[src/sv/srse_pkg.sv]
// shared types, codes and defaults for the stack with reverse and end swap
package srse_pkg;

  localparam int unsigned DEPTH_DEF = 16;
  localparam int unsigned DATA_W    = 32;
  localparam int unsigned OP_W      = 3;
  localparam int unsigned STATUS_W  = 2;
  localparam int unsigned DEPTH_W   = 5;

  typedef enum logic [OP_W-1:0] {
    OP_PUSH    = 3'd0,
    OP_POP     = 3'd1,
    OP_REVERSE = 3'd2,
    OP_SWAP    = 3'd3,
    OP_DUMP    = 3'd4
  } op_e;

  typedef enum logic [STATUS_W-1:0] {
    ST_OK     = 2'd0,
    ST_EMPTY  = 2'd1,
    ST_SINGLE = 2'd2,
    ST_FULL   = 2'd3
  } status_e;

  typedef struct packed {
    logic [OP_W-1:0]          op;
    logic signed [DATA_W-1:0] push_value;
  } in_t;

  typedef struct packed {
    logic [STATUS_W-1:0]      status;
    logic signed [DATA_W-1:0] data_value;
    logic                     last_of_run;
    logic [DEPTH_W-1:0]       depth_now;
  } out_t;

endpackage

[src/sv/srse_ram.sv]
// generic single write, single read ram with registered read data
module srse_ram #(
  parameter int unsigned WIDTH = srse_pkg::DATA_W,
  parameter int unsigned DEPTH = srse_pkg::DEPTH_DEF,
  localparam int unsigned AW   = (DEPTH > 1) ? $clog2(DEPTH) : 1
) (
  input  logic             clk_i,
  input  logic             we_i,
  input  logic [AW-1:0]    waddr_i,
  input  logic [WIDTH-1:0] wdata_i,
  input  logic             re_i,
  input  logic [AW-1:0]    raddr_i,
  output logic [WIDTH-1:0] rdata_o
);

  logic [WIDTH-1:0] mem_q [DEPTH];
  logic [WIDTH-1:0] rdata_q;

  always_ff @(posedge clk_i) begin
    if (we_i) begin
      mem_q[waddr_i] <= wdata_i;
    end
    if (re_i) begin
      rdata_q <= mem_q[raddr_i];
    end
  end

  assign rdata_o = rdata_q;

endmodule

[src/sv/stack_reverse_swap_ends_core.sv]
// top level: bounded stack with push, pop, reverse, end swap and dump
//
// Input channel in_valid_i / in_stall_o carries one operation per transaction
// (op and push_value in in_data_i). Output channel out_valid_o / out_stall_i
// returns results in out_data_o: one per operation, or one per element for a
// dump, bottom first, with last_of_run set on the final result.
// The store is a circular buffer in one ram with one write and one read port;
// reverse only flips an orientation bit. A small sequencer steps each
// operation through the ram and one shared slot address adder.
// A swap makes two reads and two writes through the single ports and a dump
// one ram read per element; a pop or dump of an empty stack and a swap of
// fewer than two elements touch no ram.
// in_stall_o stays high from acceptance until the last result is loaded into
// the output register; the next operation is accepted while that result waits.
// A stalled receiver freezes out_q and holds the FSM in S_RESP or S_DUMP_EMIT.
// Reset (rst_ni low) empties the stack and clears the orientation; ram
// contents are not cleared and are only read after being written.
module stack_reverse_swap_ends_core #(
  parameter int unsigned DEPTH = srse_pkg::DEPTH_DEF,
  localparam int unsigned AW   = $clog2(DEPTH),
  localparam int unsigned CW   = $clog2(DEPTH + 1),
  localparam int unsigned SW   = CW + 1
) (
  input  logic            clk_i,
  input  logic            rst_ni,
  input  logic            in_valid_i,
  output logic            in_stall_o,
  input  srse_pkg::in_t   in_data_i,
  output logic            out_valid_o,
  input  logic            out_stall_i,
  output srse_pkg::out_t  out_data_o
);

  typedef enum logic [7:0] {
    S_IDLE      = 8'b0000_0001,
    S_POP_RD    = 8'b0000_0010,
    S_SWAP_A    = 8'b0000_0100,
    S_SWAP_B    = 8'b0000_1000,
    S_SWAP_C    = 8'b0001_0000,
    S_RESP      = 8'b0010_0000,
    S_DUMP_RD   = 8'b0100_0000,
    S_DUMP_EMIT = 8'b1000_0000
  } state_e;

  state_e state_q, state_d;
  logic [AW-1:0] base_q, base_d;
  logic [CW-1:0] count_q, count_d;
  logic          rev_q, rev_d;
  logic [CW-1:0] idx_q, idx_d;
  logic [AW-1:0] addr_a_q, addr_a_d;
  logic [AW-1:0] addr_b_q, addr_b_d;
  logic [srse_pkg::DATA_W-1:0] tmp_q, tmp_d;
  logic [srse_pkg::DATA_W-1:0] data_q, data_d;
  logic [srse_pkg::STATUS_W-1:0] st_q, st_d;
  srse_pkg::out_t out_q, out_d;
  logic           out_valid_q, out_valid_d;

  logic                        ram_we, ram_re;
  logic [AW-1:0]               ram_waddr, ram_raddr;
  logic [srse_pkg::DATA_W-1:0] ram_wdata, ram_rdata;

  logic [CW-1:0] u_pos, u_off;
  logic          u_rev;
  logic [SW-1:0] u_sum;
  logic [AW-1:0] slot;

  logic [AW-1:0] base_dec, base_inc;
  logic [CW-1:0] idx_next;
  logic          full, dump_last, out_free;
  logic [srse_pkg::STATUS_W-1:0] small_st;

  srse_ram #(
    .WIDTH (srse_pkg::DATA_W),
    .DEPTH (DEPTH)
  ) u_ram (
    .clk_i   (clk_i),
    .we_i    (ram_we),
    .waddr_i (ram_waddr),
    .wdata_i (ram_wdata),
    .re_i    (ram_re),
    .raddr_i (ram_raddr),
    .rdata_o (ram_rdata)
  );

  // shared slot address unit
  always_comb begin
    u_off = u_rev ? (count_q - CW'(1) - u_pos) : u_pos;
    u_sum = SW'(base_q) + SW'(u_off);
    if (u_sum >= SW'(DEPTH)) begin
      slot = AW'(u_sum - SW'(DEPTH));
    end else begin
      slot = AW'(u_sum);
    end
  end

  assign base_dec  = (base_q == AW'(0)) ? AW'(DEPTH - 1) : base_q - AW'(1);
  assign base_inc  = (base_q == AW'(DEPTH - 1)) ? AW'(0) : base_q + AW'(1);
  assign idx_next  = idx_q + CW'(1);
  assign full      = (count_q == CW'(DEPTH));
  assign dump_last = ({1'b0, idx_q} + SW'(1)) == {1'b0, count_q};
  assign out_free  = !out_valid_q || !out_stall_i;

  always_comb begin
    if (count_q == CW'(0)) begin
      small_st = srse_pkg::ST_EMPTY;
    end else if (count_q == CW'(1)) begin
      small_st = srse_pkg::ST_SINGLE;
    end else begin
      small_st = srse_pkg::ST_OK;
    end
  end

  always_comb begin
    state_d     = state_q;
    base_d      = base_q;
    count_d     = count_q;
    rev_d       = rev_q;
    idx_d       = idx_q;
    addr_a_d    = addr_a_q;
    addr_b_d    = addr_b_q;
    tmp_d       = tmp_q;
    data_d      = data_q;
    st_d        = st_q;
    out_d       = out_q;
    out_valid_d = out_valid_q && out_stall_i;
    ram_we      = 1'b0;
    ram_re      = 1'b0;
    ram_waddr   = '0;
    ram_raddr   = '0;
    ram_wdata   = '0;
    u_pos       = '0;
    u_rev       = rev_q;

    unique case (state_q)
      S_IDLE: begin
        if (in_valid_i) begin
          data_d  = '0;
          state_d = S_RESP;
          unique case (in_data_i.op)
            srse_pkg::OP_PUSH: begin
              if (full) begin
                st_d = srse_pkg::ST_FULL;
              end else begin
                st_d      = srse_pkg::ST_OK;
                ram_we    = 1'b1;
                ram_wdata = in_data_i.push_value;
                count_d   = count_q + CW'(1);
                if (rev_q) begin
                  ram_waddr = base_dec;
                  base_d    = base_dec;
                end else begin
                  u_pos     = count_q;
                  u_rev     = 1'b0;
                  ram_waddr = slot;
                end
              end
            end
            srse_pkg::OP_POP: begin
              if (count_q == CW'(0)) begin
                st_d = srse_pkg::ST_EMPTY;
              end else begin
                st_d      = srse_pkg::ST_OK;
                u_pos     = count_q - CW'(1);
                ram_re    = 1'b1;
                ram_raddr = slot;
                count_d   = count_q - CW'(1);
                if (rev_q) begin
                  base_d = base_inc;
                end
                state_d = S_POP_RD;
              end
            end
            srse_pkg::OP_REVERSE: begin
              st_d = small_st;
              if (small_st == srse_pkg::ST_OK) begin
                rev_d = !rev_q;
              end
            end
            srse_pkg::OP_SWAP: begin
              st_d = small_st;
              if (small_st == srse_pkg::ST_OK) begin
                ram_re    = 1'b1;
                ram_raddr = slot;
                addr_a_d  = slot;
                state_d   = S_SWAP_A;
              end
            end
            srse_pkg::OP_DUMP: begin
              if (count_q == CW'(0)) begin
                st_d = srse_pkg::ST_EMPTY;
              end else begin
                st_d      = srse_pkg::ST_OK;
                ram_re    = 1'b1;
                ram_raddr = slot;
                idx_d     = '0;
                state_d   = S_DUMP_RD;
              end
            end
            default: begin
              st_d = srse_pkg::ST_OK;
            end
          endcase
        end
      end
      S_POP_RD: begin
        data_d  = ram_rdata;
        state_d = S_RESP;
      end
      S_SWAP_A: begin
        tmp_d     = ram_rdata;
        u_pos     = count_q - CW'(1);
        ram_re    = 1'b1;
        ram_raddr = slot;
        addr_b_d  = slot;
        state_d   = S_SWAP_B;
      end
      S_SWAP_B: begin
        ram_we    = 1'b1;
        ram_waddr = addr_a_q;
        ram_wdata = ram_rdata;
        state_d   = S_SWAP_C;
      end
      S_SWAP_C: begin
        ram_we    = 1'b1;
        ram_waddr = addr_b_q;
        ram_wdata = tmp_q;
        state_d   = S_RESP;
      end
      S_RESP: begin
        if (out_free) begin
          out_d.status      = st_q;
          out_d.data_value  = data_q;
          out_d.last_of_run = 1'b1;
          out_d.depth_now   = srse_pkg::DEPTH_W'(count_q);
          out_valid_d       = 1'b1;
          state_d           = S_IDLE;
        end
      end
      S_DUMP_RD: begin
        state_d = S_DUMP_EMIT;
      end
      S_DUMP_EMIT: begin
        if (out_free) begin
          out_d.status      = srse_pkg::ST_OK;
          out_d.data_value  = ram_rdata;
          out_d.last_of_run = dump_last;
          out_d.depth_now   = srse_pkg::DEPTH_W'(count_q);
          out_valid_d       = 1'b1;
          if (dump_last) begin
            state_d = S_IDLE;
          end else begin
            idx_d     = idx_next;
            u_pos     = idx_next;
            ram_re    = 1'b1;
            ram_raddr = slot;
            state_d   = S_DUMP_RD;
          end
        end
      end
      default: begin
        state_d = S_IDLE;
      end
    endcase
  end

  always_ff @(posedge clk_i or negedge rst_ni) begin
    if (!rst_ni) begin
      state_q     <= S_IDLE;
      base_q      <= '0;
      count_q     <= '0;
      rev_q       <= 1'b0;
      out_valid_q <= 1'b0;
    end else begin
      state_q     <= state_d;
      base_q      <= base_d;
      count_q     <= count_d;
      rev_q       <= rev_d;
      out_valid_q <= out_valid_d;
    end
  end

  always_ff @(posedge clk_i) begin
    idx_q    <= idx_d;
    addr_a_q <= addr_a_d;
    addr_b_q <= addr_b_d;
    tmp_q    <= tmp_d;
    data_q   <= data_d;
    st_q     <= st_d;
    out_q    <= out_d;
  end

  assign in_stall_o  = (state_q != S_IDLE);
  assign out_valid_o = out_valid_q;
  assign out_data_o  = out_q;

endmodule

[config.mk]
export PLATFORM = sky130hd
export DESIGN_NAME = stack_reverse_swap_ends_core
export DESIGN_NICKNAME = d
export VERILOG_FILES = /design/src/sv/srse_pkg.sv /design/src/sv/srse_ram.sv /design/src/sv/stack_reverse_swap_ends_core.sv
export SDC_FILE = /design/constraint.sdc
export NUM_CORES = 1
export LEC_CHECK = 0
export BUFFER_PORTS_ARGS = -buffer_cell sky130_fd_sc_hd__buf_2
export CAP_MARGIN = 20
export CORE_MARGIN = 5
export CORE_UTILIZATION = 50
export DETAILED_ROUTE_END_ITERATION = 10
export HOLD_SLACK_MARGIN = 0.08
export PLACE_DENSITY_LB_ADDON = 0.05
export SYNTH_ARGS = -nofsm -noshare
export SYNTH_HDL_FRONTEND = slang
export SYNTH_SLANG_ARGS = --single-unit
[constraint.sdc]
create_clock -name clk_i -period 6.8 [get_ports clk_i]
set_input_delay 0.68 -clock clk_i [delete_from_list [all_inputs] [get_ports clk_i]]
set_output_delay 0.68 -clock clk_i [all_outputs]
set_load 0.02 [all_outputs]
==> impl_metrics.json <==
{
  "synth_seq_cells": 682,
  "grt_max_degree": 111,
  "synth_flop_cell": "edfxtp_1",
  "hold_class": "in -> reg",
  "drtAntennaViolNets": 0,
  "fmax_ghz": 0.159,
  "syn_area_per_cell_sq_um": 16.6,
  "cp.required_ns": 7.09,
  "start_util": 0.503,
  "cts_buffers": 71,
  "clk_pin_slew_ns": 0.06,
  "gr-usage-met2": 0.364,
  "hold_viol": 0,
  "grt_pass1_wl_mm": 104,
  "holdPathStages": 2,
  "cts_root_buf": "clkbuf_16",
  "place_hpwl_mm": 39.9,
  "rrSetupSlack_ns": 0.53,
  "power_leakage_nw": 10.6,
  "r2r_end": "u_ram.mem_q[6][23]$_DFFE_PP_",
  "die_h_um": 245,
  "fillCellCount": 4216,
  "synthArstFlopShare": 0.0279,
  "layout_commonest_cell": "edfxtp_1",
  "synth_nets": 1714,
  "cp-start-kind": "flop",
  "peakVddDrop_v": 0.00103,
  "stdcell_area_sq_um": 31500,
  "drc": 0,
  "pin_count": 81,
  "ys.warnings.count": 0,
  "routed_via_density": 6.13,
  "r2r_start": "count_q[0]$_DFFE_PN0P_",
  "place_area_sq_um": 29300,
  "final_cell_mix": "edfxtp_1, nand2_1, buf_2, a221oi_1, clkbuf_16",
  "design.core.area_sq_um": 54900,
  "fin_tns_setup_ns": 0,
  "insertion_delay_ns": 0.60,
  "hp-start": "in_data_i[34]",
  "maxCapViolations": 0,
  "port_buffers": 80,
  "r2r_cells": 19,
  "finClkSkew_ns": 0.0207,
  "cts.path.max_buffers": 3,
  "period_minus_slack_ns": 6.27,
  "grt_pass1_vias": 15714,
  "overflow": 0,
  "powerDensity_nw_per_um2": 497,
  "grtUsageMet3": 0.0468,
  "top_usage_layer": "met2",
  "antenna_found_initial": 0,
  "syn_inst": 1660,
  "synth_cell_type_count": 65,
  "drt-initial-drc-count": 1574,
  "worstPathMaxFanout": 14,
  "row_count": 86,
  "wl_per_cell_um": 27.5,
  "cp.arrival_ns": 6.56,
  "relSlewSlack": 0.352,
  "holdPathEnd": "state_q[2]$_DFFE_PN0P_",
  "crit_path_end_kind": "flop",
  "rsz0062_at_grt": "false",
  "setup_viol": 0,
  "multiInputGateArea_sq_um": 6830,
  "wirelength_mm": 69.3,
  "h-tree-depth": 3,
  "met1_usage": 0.335,
  "final_layout_size_suffix_gt1_frac": 0.219,
  "outcome": "finished, final reports clean",
  "fin_nets": 1820,
  "areaGrowthSynthToFinish_pct": 14.0,
  "path_class": "reg -> reg",
  "finalCritPeriodShare": 0.922,
  "ys_seq_area_frac": 0.738,
  "synthesis.area_sq_um": 27600,
  "die_w_um": 245,
  "cts_sinks": 682,
  "post_cts_resized": 0,
  "cts_tree": "done",
  "maxSlewViolCount": 0,
  "num_vias": 15443,
  "worstMarginPinSlew_ns": 0.971,
  "synth_edf_count": 663,
  "regArea_sq_um": 20400,
  "grtUsageTotal": 0.232,
  "fp.dieArea_sq_um": 60000,
  "firstDrtPassIters": 5,
  "fin_hold_ws_ns": 0.429,
  "gp_congestion": 0.868
}
-- per-layer routing --
| layer | share of wire | up-vias |
|---|---|---|
| met5 | 0 | - |
| li1 | - | 6828 |
| met1 | 0.44 | 7923 |
| met4 | 0.021 | 0 |
| met3 | 0.075 | 91 |
| met2 | 0.47 | 601 |
-- cell families after synthesis --
| family | Yosys count | synth area share |
|---|---|---|
| AOI/OAI and AO/OA | 240 | 0.0705 |
| xor gates and xnor gates | 27 | 0.00960 |
| adders and majority gates | 15 | 0.00734 |
| buffers and inverters | 155 | 0.0219 |
| DFF | 682 | 0.738 |
| muxes | 160 | 0.0899 |
| and+or+nand+nor | 381 | 0.0627 |
-- cells in the mapped netlist, types with 3 or more instances --
library cell    n  area (sq um)
a211oi_1        3          22.5
a21o_1          3          22.5
a21oi_1        19          95.1
a221oi_1       76           666
a222oi_1       35           350
a31oi_1        19           119
a32oi_1        36           315
and2_1         36           225
and3_1          5          31.3
buf_1           6          22.5
buf_2          10          50.1
buf_4           3          22.5
clkbuf_1       87           327
dfrtp_1        18           450
edfxtp_1      663         19900
ha_1           13           163
inv_1          47           176
mux2_2         65           732
mux2i_1        31           310
mux4_2         64          1440
nand2_1       220           826
nand2b_1        5          31.3
nand3_1        24           120
nand4_1         4          25.0
nor2_1         44           165
nor2b_1         3          18.8
nor3_1          8          40.0
nor3b_1         5          37.5
nor4_1          3          18.8
o211ai_1        4          30.0
o21ai_0        15          75.1
o2bb2ai_1      13           114
or2_2           5          31.3
or3_1           3          18.8
xnor2_1        15           131
xor2_1          9          78.8
-- sequential cells by signal (all words and copies together) (netlist names) --
register / count
out_data_o: 40
base_q: 4
st_q: 2
data_q: 32
count_q: 5
addr_b_q: 4
state_q: 8
u_ram.mem_q: 512
addr_a_q: 4
u_ram.rdata_o: 32
rev_q: 1
idx_q: 5
tmp_q: 32
out_valid_o: 1
-- how the worst max path moves through the flow --
stage / startpoint / cells past startpoint / end / slack, ns
floorplan: state_q[3]$_DFFE_PN0P_ / 17 / u_ram.mem_q[0][0]$_DFFE_PP_ / -0.64
global placement: count_q[0]$_DFFE_PN0P_ / 19 / u_ram.mem_q[6][23]$_DFFE_PP_ / 0.70
detailed placement: count_q[0]$_DFFE_PN0P_ / 19 / u_ram.mem_q[6][23]$_DFFE_PP_ / 0.55
CTS: count_q[0]$_DFFE_PN0P_ / 19 / u_ram.mem_q[6][23]$_DFFE_PP_ / 0.52
global route: count_q[0]$_DFFE_PN0P_ / 21 / u_ram.rdata_o[31]$_DFFE_PP_ / 0.16
finish: count_q[0]$_DFFE_PN0P_ / 19 / u_ram.mem_q[6][23]$_DFFE_PP_ / 0.53
-- through the flow --
step	util	std cells	power [mW]	worst slack, ns
4_1_cts	0.574	2519	15.8	0.517
2_1_floorplan	-	1660	9.95	-0.643
3_5_place_dp	0.534	2396	12.1	0.546
5_1_grt	0.574	2519	16.5	0.157
3_3_place_gp	0.534	2396	12.0	0.702
6_report	0.574	2520	15.6	0.529
-- critical path, stage by stage, from the launching register on --
cell	delay, ns
dfrtp_1	0.53
inv_1	0.20
ha_1	0.22
or4b_1	0.52
and4_1	0.27
a21oi_1	0.29
o221ai_1	0.23
ha_1	0.28
fa_1	0.54
nand2_1	0.06
o21a_1	0.16
ha_1	0.27
a21o_1	0.16
a21oi_1	0.16
xnor2_1	0.22
xnor2_1	0.22
o21a_1	0.41
nand2_1	0.28
nor2_4	0.69
buf_12	0.25
-- timing repair --
action / CTS / global route
hold buffers: 1 / 0
setup buffers: 0 / 0
endpoints found under the hold margin: 18 / 0
-- power breakdown --
part	internal [mW]	switching, mW
logic	2.69	4.16
clock network	2.16	1.55
registers	4.90	0.178
-- area by class of cell --
type / count / area share
timing repair buffer: 139 / 0.0320
multi-input combinational: 823 / 0.217
clock inverter: 21 / 0.00596
sequential: 682 / 0.647
tap: 704 / 0.0280
antenna: 1 / 0.0000795
inverter: 49 / 0.00588
clock buffer: 101 / 0.0637
Power figures use the tool's default switching activity.
